File: config.mk
export PLATFORM = sky130hd
export DESIGN_NAME = buffer_pool_oldest_replacement_unit
export DESIGN_NICKNAME = d
export VERILOG_FILES = /design/src/rtl/bpor_pkg.sv /design/src/rtl/bpor_front.sv /design/src/rtl/bpor_queue.sv /design/src/rtl/bpor_back.sv /design/src/rtl/buffer_pool_oldest_replacement_unit.sv
export VERILOG_INCLUDE_DIRS = /design/src /design/src/rtl
export SDC_FILE = /design/constraint.sdc
export NUM_CORES = 1
export LEC_CHECK = 0
export ABC_AREA = 1
export BUFFER_PORTS_ARGS = -buffer_cell sky130_fd_sc_hd__buf_2
export CORE_UTILIZATION = 45
export DETAILED_ROUTE_END_ITERATION = 10
export MAX_ROUTING_LAYER = met4
export PLACE_DENSITY = 0.67
export REMOVE_ABC_BUFFERS = 1
export SLEW_MARGIN = 20
export SYNTH_ARGS = -nofsm -noshare
export SYNTH_HDL_FRONTEND = slang
export SYNTH_SLANG_ARGS = --single-unit
File: constraint.sdc
create_clock -name clk -period 3.3 [get_ports clk]
set_input_delay 0.33 -clock clk [delete_from_list [all_inputs] [get_ports clk]]
set_output_delay 0.33 -clock clk [all_outputs]
set_load 0.02 [all_outputs]
File: src/rtl/buffer_pool_oldest_replacement_unit_macros.svh
// assertion macros for the buffer pool oldest replacement unit
// expects clk and rst (synchronous, active high) in the module that uses them
`ifndef BUFFER_POOL_OLDEST_REPLACEMENT_UNIT_MACROS_SVH
`define BUFFER_POOL_OLDEST_REPLACEMENT_UNIT_MACROS_SVH

// condition holds in the same cycle as the trigger
`define BPOR_ASSERT_SAME(lbl, ante, cons, msg) \
  lbl: assert property (@(posedge clk) disable iff (rst) (ante) |-> (cons)) \
    else $error(msg);

// condition holds in the cycle after the trigger
`define BPOR_ASSERT_NEXT(lbl, ante, cons, msg) \
  lbl: assert property (@(posedge clk) disable iff (rst) (ante) |=> (cons)) \
    else $error(msg);

`endif

File: src/rtl/bpor_pkg.sv
// shared types, codes and constants of the buffer pool oldest replacement unit
// no dependencies
package bpor_pkg;

  // default sizes
  localparam int SLOT_COUNT_DEF       = 32;
  localparam int DISK_BLOCK_COUNT_DEF = 8192;

  // fixed field widths
  localparam int REQ_W      = 2;
  localparam int BLOCK_IN_W = 16;
  localparam int STATUS_W   = 2;
  localparam int SLOT_OUT_W = 5;
  localparam int WB_BLOCK_W = 13;

  // slot age, saturating
  localparam int               AGE_W   = 5;
  localparam logic [AGE_W-1:0] AGE_MAX = '1;

  // command queue between front and back
  localparam int QUEUE_DEPTH = 2;

  // request codes
  localparam logic [REQ_W-1:0] REQ_ALLOC  = 2'd0;
  localparam logic [REQ_W-1:0] REQ_LOOKUP = 2'd1;
  localparam logic [REQ_W-1:0] REQ_DIRTY  = 2'd2;

  // status codes
  localparam logic [STATUS_W-1:0] ST_OK           = 2'd0;
  localparam logic [STATUS_W-1:0] ST_OUT_OF_BOUND = 2'd1;
  localparam logic [STATUS_W-1:0] ST_NOT_IN_BUF   = 2'd2;

  // classified operation
  typedef enum logic [1:0] {
    OP_ALLOC,
    OP_LOOKUP,
    OP_MARK,
    OP_REPLY
  } op_t;

  // command handed from front to back
  typedef struct packed {
    op_t                   op;
    logic [STATUS_W-1:0]   status;
    logic [BLOCK_IN_W-1:0] block;
  } cmd_t;

endpackage

File: src/rtl/bpor_front.sv
// front end: accepts request items, checks the bound and decodes the type
// depends on bpor_pkg
module bpor_front #(
  parameter int DISK_BLOCK_COUNT = bpor_pkg::DISK_BLOCK_COUNT_DEF
) (
  input  logic                               clk,
  input  logic                               rst,
  input  logic                               in_valid,
  output logic                               in_stall,
  input  logic [bpor_pkg::REQ_W-1:0]         req_type,
  input  logic [bpor_pkg::BLOCK_IN_W-1:0]    block_num,
  output logic                               push_valid,
  input  logic                               push_stall,
  output bpor_pkg::cmd_t                     push_cmd
);
  import bpor_pkg::*;

  localparam int CMP_W = BLOCK_IN_W + 1;

  logic cmd_valid;
  cmd_t cmd;
  cmd_t cmd_next;
  logic out_of_bound;

  // classify the incoming item
  always_comb begin
    out_of_bound      = {1'b0, block_num} >= CMP_W'(DISK_BLOCK_COUNT);
    cmd_next.block    = block_num;
    cmd_next.status   = ST_OK;
    cmd_next.op       = OP_REPLY;
    if (out_of_bound) begin
      cmd_next.status = ST_OUT_OF_BOUND;
    end else begin
      case (req_type)
        REQ_ALLOC:  cmd_next.op = OP_ALLOC;
        REQ_LOOKUP: cmd_next.op = OP_LOOKUP;
        REQ_DIRTY:  cmd_next.op = OP_MARK;
        default:    cmd_next.status = ST_NOT_IN_BUF;
      endcase
    end
  end

  assign in_stall   = cmd_valid && push_stall;
  assign push_valid = cmd_valid;
  assign push_cmd   = cmd;

  // command register
  always_ff @(posedge clk) begin
    if (rst) begin
      cmd_valid <= 1'b0;
    end else if (in_valid && !in_stall) begin
      cmd_valid <= 1'b1;
    end else if (!push_stall) begin
      cmd_valid <= 1'b0;
    end
  end

  always_ff @(posedge clk) begin
    if (in_valid && !in_stall) begin
      cmd <= cmd_next;
    end
  end

endmodule

File: src/rtl/bpor_queue.sv
// short command queue that decouples the front end from the scan engine
// depends on bpor_pkg and the assertion macro header
`include "buffer_pool_oldest_replacement_unit_macros.svh"
module bpor_queue (
  input  logic           clk,
  input  logic           rst,
  input  logic           push_valid,
  output logic           push_stall,
  input  bpor_pkg::cmd_t push_cmd,
  output logic           pop_valid,
  input  logic           pop_stall,
  output bpor_pkg::cmd_t pop_cmd
);
  import bpor_pkg::*;

  localparam int PTR_W = $clog2(QUEUE_DEPTH);
  localparam int CNT_W = PTR_W + 1;

  cmd_t             entries [QUEUE_DEPTH];
  logic [PTR_W-1:0] wr_ptr;
  logic [PTR_W-1:0] rd_ptr;
  logic [CNT_W-1:0] count;
  logic             push;
  logic             pop;

  assign push_stall = count == CNT_W'(QUEUE_DEPTH);
  assign pop_valid  = count != '0;
  assign pop_cmd    = entries[rd_ptr];
  assign push       = push_valid && !push_stall;
  assign pop        = pop_valid && !pop_stall;

  // pointers and fill count
  always_ff @(posedge clk) begin
    if (rst) begin
      wr_ptr <= '0;
      rd_ptr <= '0;
      count  <= '0;
    end else begin
      if (push) begin
        wr_ptr <= wr_ptr + 1'b1;
      end
      if (pop) begin
        rd_ptr <= rd_ptr + 1'b1;
      end
      if (push && !pop) begin
        count <= count + 1'b1;
      end else if (pop && !push) begin
        count <= count - 1'b1;
      end
    end
  end

  // entry storage
  always_ff @(posedge clk) begin
    if (push) begin
      entries[wr_ptr] <= push_cmd;
    end
  end

  `BPOR_ASSERT_SAME(a_q_count_bound, 1'b1, count <= CNT_W'(QUEUE_DEPTH), "queue overfilled")
  `BPOR_ASSERT_NEXT(a_q_push_only, push && !pop, count == $past(count) + 1'b1, "push lost")
  `BPOR_ASSERT_NEXT(a_q_pop_only, pop && !push, count == $past(count) - 1'b1, "pop lost")

endmodule

File: src/rtl/bpor_back.sv
// back end: scans the slot tables one slot a cycle and carries out commands
// depends on bpor_pkg and the assertion macro header
`include "buffer_pool_oldest_replacement_unit_macros.svh"
module bpor_back #(
  parameter int SLOT_COUNT       = bpor_pkg::SLOT_COUNT_DEF,
  parameter int DISK_BLOCK_COUNT = bpor_pkg::DISK_BLOCK_COUNT_DEF
) (
  input  logic                             clk,
  input  logic                             rst,
  input  logic                             cmd_valid,
  output logic                             cmd_stall,
  input  bpor_pkg::cmd_t                   cmd,
  output logic                             out_valid,
  input  logic                             out_stall,
  output logic [bpor_pkg::STATUS_W-1:0]    status,
  output logic [bpor_pkg::SLOT_OUT_W-1:0]  slot_index,
  output logic                             writeback_valid,
  output logic [bpor_pkg::WB_BLOCK_W-1:0]  writeback_block
);
  import bpor_pkg::*;

  localparam int IDX_W     = $clog2(SLOT_COUNT);
  localparam int CNT_W     = IDX_W + 1;
  localparam int BLK_W     = $clog2(DISK_BLOCK_COUNT);
  localparam int SLOT_EXT_W = IDX_W + SLOT_OUT_W;
  localparam int WB_EXT_W  = BLK_W + WB_BLOCK_W;

  typedef enum logic [1:0] {
    S_IDLE,
    S_SCAN,
    S_FINISH
  } state_t;

  state_t            state;
  cmd_t              job;
  logic [CNT_W-1:0]  cnt;
  logic              rd_vld;
  logic [IDX_W-1:0]  rd_idx;
  logic [SLOT_COUNT-1:0] occ;
  logic [SLOT_COUNT-1:0] dirty;
  logic              free_found;
  logic [IDX_W-1:0]  free_idx;
  logic [AGE_W-1:0]  best_age;
  logic [IDX_W-1:0]  best_idx;
  logic [BLK_W-1:0]  best_block;
  logic              hit_found;
  logic [IDX_W-1:0]  hit_idx;

  // slot memories
  logic [AGE_W-1:0]  age_mem   [SLOT_COUNT];
  logic [BLK_W-1:0]  block_mem [SLOT_COUNT];
  logic [AGE_W-1:0]  age_q;
  logic [BLK_W-1:0]  block_q;

  logic              issue;
  logic [IDX_W-1:0]  rd_addr;
  logic              slot_occ;
  logic [AGE_W-1:0]  age_inc;
  logic              blk_match;
  logic              fin;
  logic [IDX_W-1:0]  pick;
  logic              evict_dirty;
  logic              age_we;
  logic [IDX_W-1:0]  age_wa;
  logic [AGE_W-1:0]  age_wd;
  logic              block_we;

  logic [STATUS_W-1:0] res_status;
  logic [IDX_W-1:0]    res_idx;
  logic                res_wb;
  logic [BLK_W-1:0]    res_wb_block;
  logic [SLOT_EXT_W-1:0] slot_ext;
  logic [WB_EXT_W-1:0]   wb_ext;

  // scan read side
  assign issue     = (state == S_SCAN) && (cnt != CNT_W'(SLOT_COUNT));
  assign rd_addr   = cnt[IDX_W-1:0];
  assign slot_occ  = occ[rd_idx];
  assign age_inc   = (age_q == AGE_MAX) ? age_q : age_q + 1'b1;
  assign blk_match = BLOCK_IN_W'(block_q) == job.block;
  assign cmd_stall = state != S_IDLE;

  // commit point and victim choice
  assign fin         = (state == S_FINISH) && !(out_valid && out_stall);
  assign pick        = free_found ? free_idx : best_idx;
  assign evict_dirty = !free_found && dirty[best_idx];

  // memory write ports
  always_comb begin
    age_we   = 1'b0;
    age_wa   = rd_idx;
    age_wd   = age_inc;
    block_we = 1'b0;
    if (fin && job.op == OP_ALLOC) begin
      age_we   = 1'b1;
      age_wa   = pick;
      age_wd   = '0;
      block_we = 1'b1;
    end else if (rd_vld && job.op == OP_ALLOC && slot_occ) begin
      age_we   = 1'b1;
    end
  end

  always_ff @(posedge clk) begin
    if (age_we) begin
      age_mem[age_wa] <= age_wd;
    end
    age_q <= age_mem[rd_addr];
  end

  always_ff @(posedge clk) begin
    if (block_we) begin
      block_mem[pick] <= job.block[BLK_W-1:0];
    end
    block_q <= block_mem[rd_addr];
  end

  // result of the finished command
  always_comb begin
    res_status   = ST_OK;
    res_idx      = '0;
    res_wb       = 1'b0;
    res_wb_block = '0;
    case (job.op)
      OP_REPLY: begin
        res_status = job.status;
      end
      OP_ALLOC: begin
        res_idx = pick;
        res_wb  = evict_dirty;
        if (evict_dirty) begin
          res_wb_block = best_block;
        end
      end
      OP_LOOKUP, OP_MARK: begin
        if (hit_found) begin
          res_idx = hit_idx;
        end else begin
          res_status = ST_NOT_IN_BUF;
        end
      end
      default: begin
        res_status = ST_NOT_IN_BUF;
      end
    endcase
    slot_ext = SLOT_EXT_W'(res_idx);
    wb_ext   = WB_EXT_W'(res_wb_block);
  end

  // sequencer, slot flags and output register
  always_ff @(posedge clk) begin
    if (rst) begin
      state      <= S_IDLE;
      cnt        <= '0;
      rd_vld     <= 1'b0;
      occ        <= '0;
      dirty      <= '0;
      free_found <= 1'b0;
      hit_found  <= 1'b0;
      out_valid  <= 1'b0;
    end else begin
      if (fin) begin
        out_valid <= 1'b1;
      end else if (!out_stall) begin
        out_valid <= 1'b0;
      end
      rd_vld <= issue;
      if (issue) begin
        cnt    <= cnt + 1'b1;
        rd_idx <= rd_addr;
      end
      case (state)
        S_IDLE: begin
          if (cmd_valid) begin
            job        <= cmd;
            cnt        <= '0;
            free_found <= 1'b0;
            hit_found  <= 1'b0;
            best_age   <= '0;
            best_idx   <= '0;
            state      <= (cmd.op == OP_REPLY) ? S_FINISH : S_SCAN;
          end
        end
        S_SCAN: begin
          if (rd_vld) begin
            if (job.op == OP_ALLOC) begin
              if (!slot_occ && !free_found) begin
                free_found <= 1'b1;
                free_idx   <= rd_idx;
              end
              if (slot_occ && age_inc >= best_age) begin
                best_age   <= age_inc;
                best_idx   <= rd_idx;
                best_block <= block_q;
              end
            end else if (slot_occ && blk_match && !hit_found) begin
              hit_found <= 1'b1;
              hit_idx   <= rd_idx;
            end
          end
          if (!issue && !rd_vld) begin
            state <= S_FINISH;
          end
        end
        S_FINISH: begin
          if (fin) begin
            status          <= res_status;
            slot_index      <= slot_ext[SLOT_OUT_W-1:0];
            writeback_valid <= res_wb;
            writeback_block <= wb_ext[WB_BLOCK_W-1:0];
            if (job.op == OP_ALLOC) begin
              occ[pick]   <= 1'b1;
              dirty[pick] <= 1'b0;
            end else if (job.op == OP_MARK && hit_found) begin
              dirty[hit_idx] <= 1'b1;
            end
            state <= S_IDLE;
          end
        end
        default: begin
          state <= S_IDLE;
        end
      endcase
    end
  end

  `BPOR_ASSERT_SAME(a_b_cnt_bound, 1'b1, cnt <= CNT_W'(SLOT_COUNT), "scan counter overran")
  `BPOR_ASSERT_SAME(a_b_wb_ok, out_valid && writeback_valid, status == ST_OK, "write-back on failure")
  `BPOR_ASSERT_SAME(a_b_fail_zero, out_valid && status != ST_OK, slot_index == '0 && !writeback_valid, "failure result not cleared")
  `BPOR_ASSERT_NEXT(a_b_alloc_occ, fin && job.op == OP_ALLOC, occ[$past(pick)], "allocated slot not occupied")

endmodule

File: src/rtl/buffer_pool_oldest_replacement_unit.sv
// top level of the buffer pool oldest replacement unit
// depends on bpor_pkg, bpor_front, bpor_queue and bpor_back
//
//   channel   direction   handshake            payload
//   in        into block  in_valid / in_stall  req_type, block_num
//   out       out of block out_valid / out_stall status, slot_index,
//                                               writeback_valid, writeback_block
//
// allocate, lookup and mark-dirty each run a full scan of the slot age and block memories,
// which the scan reads one slot a cycle
// out of bound and unused request types do no scan
// reset clears the occupied and dirty flag registers directly; there is no clearing pass
// a waiting result holds in the output register while the next item is taken and scanned
module buffer_pool_oldest_replacement_unit #(
  parameter int SLOT_COUNT       = bpor_pkg::SLOT_COUNT_DEF,
  parameter int DISK_BLOCK_COUNT = bpor_pkg::DISK_BLOCK_COUNT_DEF
) (
  input  logic                             clk,
  input  logic                             rst,
  input  logic                             in_valid,
  output logic                             in_stall,
  input  logic [bpor_pkg::REQ_W-1:0]       req_type,
  input  logic [bpor_pkg::BLOCK_IN_W-1:0]  block_num,
  output logic                             out_valid,
  input  logic                             out_stall,
  output logic [bpor_pkg::STATUS_W-1:0]    status,
  output logic [bpor_pkg::SLOT_OUT_W-1:0]  slot_index,
  output logic                             writeback_valid,
  output logic [bpor_pkg::WB_BLOCK_W-1:0]  writeback_block
);
  import bpor_pkg::*;

  logic push_valid;
  logic push_stall;
  cmd_t push_cmd;
  logic pop_valid;
  logic pop_stall;
  cmd_t pop_cmd;

  // request decode
  bpor_front #(
    .DISK_BLOCK_COUNT(DISK_BLOCK_COUNT)
  ) u_front (
    .clk       (clk),
    .rst       (rst),
    .in_valid  (in_valid),
    .in_stall  (in_stall),
    .req_type  (req_type),
    .block_num (block_num),
    .push_valid(push_valid),
    .push_stall(push_stall),
    .push_cmd  (push_cmd)
  );

  // command queue
  bpor_queue u_queue (
    .clk       (clk),
    .rst       (rst),
    .push_valid(push_valid),
    .push_stall(push_stall),
    .push_cmd  (push_cmd),
    .pop_valid (pop_valid),
    .pop_stall (pop_stall),
    .pop_cmd   (pop_cmd)
  );

  // slot scan engine
  bpor_back #(
    .SLOT_COUNT      (SLOT_COUNT),
    .DISK_BLOCK_COUNT(DISK_BLOCK_COUNT)
  ) u_back (
    .clk            (clk),
    .rst            (rst),
    .cmd_valid      (pop_valid),
    .cmd_stall      (pop_stall),
    .cmd            (pop_cmd),
    .out_valid      (out_valid),
    .out_stall      (out_stall),
    .status         (status),
    .slot_index     (slot_index),
    .writeback_valid(writeback_valid),
    .writeback_block(writeback_block)
  );

endmodule

==> After elaboration in Yosys (flattened, before gate mapping) <==
Memories as Yosys holds them, arrays and structs flattened. A register that Yosys moved wholly into a read port is not among the register bits.
Index checks and enable logic that the tools add are counted.
{ "classes": {"n_bitwise": 6, "n_addsub": 6, "div": 0, "multipliers": 0, "mux": 63, "n_eq_ne": 23, "shifts": 0, "order_cmp": 8, "reduce_logical": 55} }
{ "op_table": {"columns": ["op", "n"], "rows": [
  ["$mux 32", 2],
  ["$or 32x32->32", 2],
  ["$mux 5", 12],
  ["$and 32x32->32", 1],
  ["$not 32->32", 1],
  ["$pmux 5 s2", 3],
  ["$mux 1", 26],
  ["$reduce_and 5->1", 5],
  ["$lt 5x6->1 const B", 4],
  ["$logic_and 1x1->1", 21],
  ["$mux 6", 3],
  ["$eq 13x16->1", 1],
  ["$ge 16x14->1 const B", 1],
  ["$mux 2", 8],
  ["$ne 2x2->1 const B", 8],
  ["$reduce_and 3->1", 5],
  ["$eq 2x2->1 const B", 6],
  ["$pmux 2 s3", 2],
  ["$logic_not 1->1", 11],
  ["$bmux 1 s5", 2],
  ["$demux 1 s5", 2],
  ["$ge 5x1->1 const B", 2],
  ["$reduce_bool 2->1", 5],
  ["$add 6x1->6 const B", 1],
  ["17 further kinds", 27]
]} }
{ "word_totals": {"latch_bits": 0, "n_memories": 3, "inputBits": 22, "output_inout_bits": 23, "ram_bits": 616, "rom_bits": 0, "word_cells": 192, "register_bits": 180} }
{ "memory_table": {"columns": ["memory", "depth", "width", "rd", "rd_ports_with_merged_regs", "write_ports", "line", "source"], "rows": [
  ["u_back.block_mem", 32, 13, 1, 1, 1, "bpor_back.sv:51", "logic [BLK_W-1:0] block_mem [SLOT_COUNT];"],
  ["u_back.age_mem", 32, 5, 1, 1, 1, "bpor_back.sv:50", "logic [AGE_W-1:0] age_mem [SLOT_COUNT];"],
  ["u_queue.entries", 2, 20, 1, 1, 1, "bpor_queue.sv:19", "cmd_t entries [QUEUE_DEPTH];"]
]} }

==> Depth between registers and ports, before layout <==
{ "logic_depth": {"depth_word": 8, "ltp_mapped": 14, "depth_no_buf": 13} }

==> Hierarchy <==
Synthesis repeated with hierarchy kept, for this count alone.
{ "hier_totals": {"hier_cells": 2652, "area_unflattened_um2": 32183.4} }
{ "by_module_without_submodules": {"columns": ["module", "n_inst", "area_per_inst_um2", "cells_each", "seq_area_each_um2"], "rows": [
  ["bpor_back", 1, 29724.8, 2519, 21550.7],
  ["bpor_queue", 1, 1776.7, 100, 1301.2],
  ["bpor_front", 1, 681.9, 33, 620.6]
]} }

==> Least setup slack after synthesis <==
Ideal clock, no wire load.
{ "synth_timing": {"path_kind": "register to register", "from": "register u_back.age_q[0] (read register of u_back.age_mem)", "to": "register u_back.best_block[0] (enable)", "required_time_ns": 2.918, "path_slack_ns": 0.638, "t_arrival_ns": 2.280, "setup_time_ns": 0.382, "path_stages_with_launch": 14, "synth_period_minus_slack_ns": 2.662, "path_buffers": 0, "cell_sequence": "dfxtp_1 ha_1 nand3_1 nor2_1 inv_1 nand2_1 o21ai_0 ha_1 a21oi_1 o21bai_1 a21oi_1 nor2_1 o21ai_0 nor2_1"} }
{ "synth_via": {"elab_chain_cells": 5, "word_cells_on_any_way": 6, "classes_between": "add/sub (1); order compare (1); eq/ne (1); mux (1); reduce/logical (2)"} }
{ "synth_lines": {"columns": ["item", "line", "source"], "rows": [
  ["from (decl)", "bpor_back.sv:52", "logic [AGE_W-1:0] age_q;"],
  ["$add 5x1->5 or $eq 5x5->1 (tied branches)", "bpor_back.sv:79", "assign age_inc = (age_q == AGE_MAX) ? age_q : age_q + 1'b1;"],
  ["$mux 5 *", "bpor_back.sv:79", null],
  ["via u_back.age_inc[1]", "bpor_back.sv:58", "logic [AGE_W-1:0] age_inc;"],
  ["$ge 5x5->1 *", "bpor_back.sv:191", "if (slot_occ && age_inc >= best_age) begin"],
  ["$logic_and 1x1->1 *", "bpor_back.sv:191", null],
  ["$reduce_and 5->1 (no source line) *", null, null],
  ["to (signal assigned)", "bpor_back.sv:194", "best_block <= block_q;"],
  ["to (decl)", "bpor_back.sv:45", "logic [BLK_W-1:0] best_block;"]
]} }
Mark *: on every way through the listed nets, which the timed path passes. The rest lies on a longest branch.
A chain may end at the register's enable or synchronous reset.

==> Worst setup path after layout <==
{ "layout_timing": {"from": "register u_back.rd_idx[0]", "to": "memory u_back.age_mem[19][4] (enable)"} }
{ "layout_via": {"elab_chain_cells": 7, "word_cells_on_any_way": 8, "classes_between": "mux (7); reduce/logical (1)"} }
{ "layout_lines": {"columns": ["item", "line", "source"], "rows": [
  ["from (decl)", "bpor_back.sv:38", "logic [IDX_W-1:0] rd_idx;"],
  ["from (signal assigned)", "bpor_back.sv:170", "rd_idx <= rd_addr;"],
  ["$bmux 1 s5", "bpor_back.sv:78", "assign slot_occ = occ[rd_idx];"],
  ["$mux 1 (not written as such)", "bpor_back.sv:78", null],
  ["$logic_and 1x1->1", "bpor_back.sv:99", "end else if (rd_vld && job.op == OP_ALLOC && slot_occ) begin"],
  ["$mux 1", "bpor_back.sv:99", null],
  ["$mux 1", "bpor_back.sv:94", "if (fin && job.op == OP_ALLOC) begin"],
  ["$mux 1", "bpor_back.sv:105", "if (age_we) begin"],
  ["$mux 1 (not written as such)", "bpor_back.sv:106", "age_mem[age_wa] <= age_wd;"],
  ["to (decl)", "bpor_back.sv:50", null]
]} }
Several ways; a longest one is shown, not always the timed one. The select of a mux whose other input is x is not followed.

==> flow_summary.toml <==
[run_status]
status = "finished clean"

[power]
switching_power_w = 0.008340
total_power_w = 0.02751
seqPwrFrac_pct = 46.7
power_report.internal_total_w = 0.01917
peakVddDrop_uv = 526.8
cellPowerDensity_nw_per_um2 = 756.1
pwr-share-clk_pct = 32.6
switching_share_pct = 30.32
leakage_power_nw = 12.22
power_frac_comb_pct = 20.7

[logic_synthesis]
synth-warning-count = 0
yosys.area_share.xor_xnor_pct = 0.2469
yosys_register_bits = 815
synth_cell_types = 42
synth-compound-area-share_pct = 10.80
synth-async-reset-ratio_pct = 0
synth_adder_area_share_pct = 0.5094
multiplexer_area_fraction_after_synthesis_pct = 0.7053
synth_most_common_cell = "edfxtp_1"
top_cell_type_s_share_of_synthesized_area_pct = 67.24
number_of_enable_type_register_cells_in_the_synthesized_netlist = 715
synth_largest_area_cell = "edfxtp_1"
post_synth_main_area_contributors = "edfxtp_1 67%, dfxtp_1 6.3%, nor2_1 6.0%"
postSynth.topFlopCell = "edfxtp_1"
synth_simple_gate_area_share_pct = 10.99
seq_area_frac_synth_pct = 73.51
synth_top_cells_by_count = "715 x edfxtp_1, 510 x nor2_1, 331 x o21ai_0"
synth_area_um2 = 31930
main_combinational_cell_family_by_area_after_synthesis = "simple AND/OR/NAND/NOR gates"
syn-instance-count = 2575
avgSynthCellArea_um2 = 12.40

[cells_and_area]
fillCellCount = 5913
multi_input_gate_area_in_the_final_layout_um2 = 7462
regArea_um2 = 23480
finalCoreUtilization_pct = 51.87
finish.net_count = 2700
finish.cell_count_without_fillers = 3669
post_route_cells_drive_above_1_share_pct = 11.91
antenna-diode-count = 0
area_growth_pct = 13.95

[global_route]
grt_max_degree = 164
grt_pass1_vias = 20580
globalRoute.totalOverflow = 0
gr-usage-all-layers_pct = 23.29
grt_antenna_before_repair = 0
grt_pass1_wl_mm = 122.4

[setup_path]
worstSetupPathType = "register to register"
timing.critical_path.fanout_max = 19
worstSetupStartpoint = "u_back.rd_idx[0]"
cell_seen_most_often_among_critical_path_stages = "nand2_1"
timing.critical_path.required_ns = 3.57
timing.critical_path.slowest_stage_cell = "edfxtp_1"
cp_slowest_stage_delay_ns = 0.70
path_delay_family = "simple AND/OR/NAND/NOR gates"
crit-reg2reg-launch = "u_back.rd_idx[0]"
cp-end-kind = "register"
timing.critical_path.cells = "inv_6 > nand2_1 > nand3_1 > nand3_1 > nand2_1 > nand2_1 > nand3_1 > nand2_1 > o21ai_2 > nand3_2 > nor2_1"
critical_path.startpoint_type = "register"
crit_arrival_ns = 3.38
cp.buffers_inverters = 1

[floorplan]
initial_standard_cell_utilization_of_the_core_pct = 45.52
die-height_um = 268.4
ios = 45
rows = 97
total_die_area_um2 = 72030
die-width_um = 268.4
fp.coreArea_um2 = 70150

[cts]
post_cts_buffers = 0
tritoncts.num_buffers = 82
worst_skew_pair.late_latency_ns = 0.62
cts_tree = "built"
cts.path.max_buffers = 3
cts_max_level = 3
cts-root-buf = "clkbuf_16"
clk_pin_slew_ns = 0.06
clock_sink_count = 815

[routing]
drtAntennaViolNets = 0
drtIter0Drc = 2025
route.detailed.vias_per_inst = 5.710
drt-wirelength-per-cell_um = 22.03
postRouteWirelength_mm = 80.82
drc = 0
detailroute.via_count = 20950
drt_pass1_iterations = 7

[timing]
rsz_0062_raised_after_global_routing = "true"
post-route-worst-setup-slack_ns = 0.1854
hold-worst-slack_ns = 0.03593
report.final.slew_viol_count = 0
fmax_mhz = 321.1
clock_skews_ns = 0.02239
timing_worst_slew_pin_value_ns = 0.9950
timing.slew.headroom_pct = 33.59
hold_viol_final = 0
post-route-min-period_ns = 3.115
number_of_failing_setup_endpoints_in_the_final_timing_report = 0
final_period_util_pct = 94.38

[worst_hold_path]
min-delay-path-class = "input pin to register"
worst_hold_start = "in_valid"

[place]
gp_routability_congestion = 0.9258
place_ws_ns = 0.1801
post-place-cells = 3503
hpwlAfterDp_mm = 49.37
place.port_buffers = 44

[flow_run]
max_cap_viol_count = 0
## through the flow
| step | instance area (µm²) | setup TNS, ns |
|---|---|---|
| 6_report | 36390 | 0 |
| 5_1_grt | 36390 | -0.1521 |
| 4_1_cts | 36380 | 0 |
| 3_5_place_dp | 33610 | 0 |
| 3_3_place_gp | 33610 | 0 |
| 2_1_floorplan | 31350 | -274.86 |
## flip-flops by register name (all words and copies together), names as in the netlist, 6 cells and up, named ones only
register                flops
u_back.age_mem            160
u_back.occ                 32
u_back.block_mem          416
u_back.block_q             13
u_back.dirty               32
u_queue.entries            40
u_back.writeback_block     13
u_back.best_block          13
u_back.cnt                  6
u_front.push_cmd           20
u_back.job                 20
## layer usage
layer | GRT usage (%) | share of wire [%] | up-vias
li1 | - | - | 9523
met1 | 30.50 | 41 | 10330
met2 | 37.01 | 48 | 938
met3 | 4.215 | 8.0 | 160
met4 | 7.187 | 2.7 | 0
met5 | - | 0 | -
## worst min-delay path, delay by kind of cell
family                 cells  cell delay [ns]
AND/OR/NAND/NOR            1             0.11
buffers and inverters      1             0.11
AO/OA/AOI/OAI              1             0.07
## placed cells by master (no fill, tap or decap), drive strengths merged, types with 2 or more instances in the layout
cell type	Yosys	final
o22ai	110	110
dlygate4sd3	0	18
clkbuf	108	105
o221ai	42	42
nand3	76	76
a21oi	34	34
xnor2	6	6
or2	7	7
a31oi	19	19
buf	33	129
ha	13	13
dfxtp	100	100
clkinv	0	34
o21a	2	2
nand4	11	11
mux2	20	20
o211ai	26	26
inv	119	120
a22o	12	12
xor2	3	3
clkinvlp	0	3
o21ai	344	344
edfxtp	715	715
nor2	530	530
bufinv	0	5
a211oi	5	5
nor3	44	44
nand2	191	191
## power by group through the flow
stage / Sequential [W] / Combinational [W] / Clock (W)
floorplan: 0.0134 / 0.00311 / 0
global placement: 0.0130 / 0.00553 / 0
detailed placement: 0.0131 / 0.00562 / 0
CTS: 0.0128 / 0.00567 / 0.00911
global route: 0.0129 / 0.00628 / 0.00949
finish: 0.0128 / 0.00569 / 0.00898
## path summary, 6_finish.rpt
check                               end  slack [ns]  cells past startpoint
setup / recovery  u_back.age_mem[19][4]        0.19                     11
hold / removal       u_front.push_valid        0.04                      3
setup reg to reg  u_back.age_mem[19][4]        0.19                     11
hold reg to reg    u_back.best_block[9]        0.44                      0
## timing repair
item	CTS	global route
resized for setup	0	2
setup endpoints to repair	0	19
hold buffers	18	0
endpoints found under the hold margin	19	0
## cell type report
type                       instances  share of cell area, %
timing repair buffer             147                  3.335
tap                              940                  3.232
inverter                         119                  1.269
multi-input combinational       1500                  20.51
sequential                       815                  64.53
clock inverter                    43                 0.9937
clock buffer                     105                  6.131
## cell families (layout without fill, tap and decap cells)
family                     Yosys count  after routing
DFF                                815            815
AOI/OAI and AO/OA                  596            596
muxes                               20             20
adders and majority gates           13             13
buffers and inverters              260            414
xor gates and xnor gates             9              9
and+or+nand+nor                    862            862
Note: power is estimated with default switching activity, not from simulation.
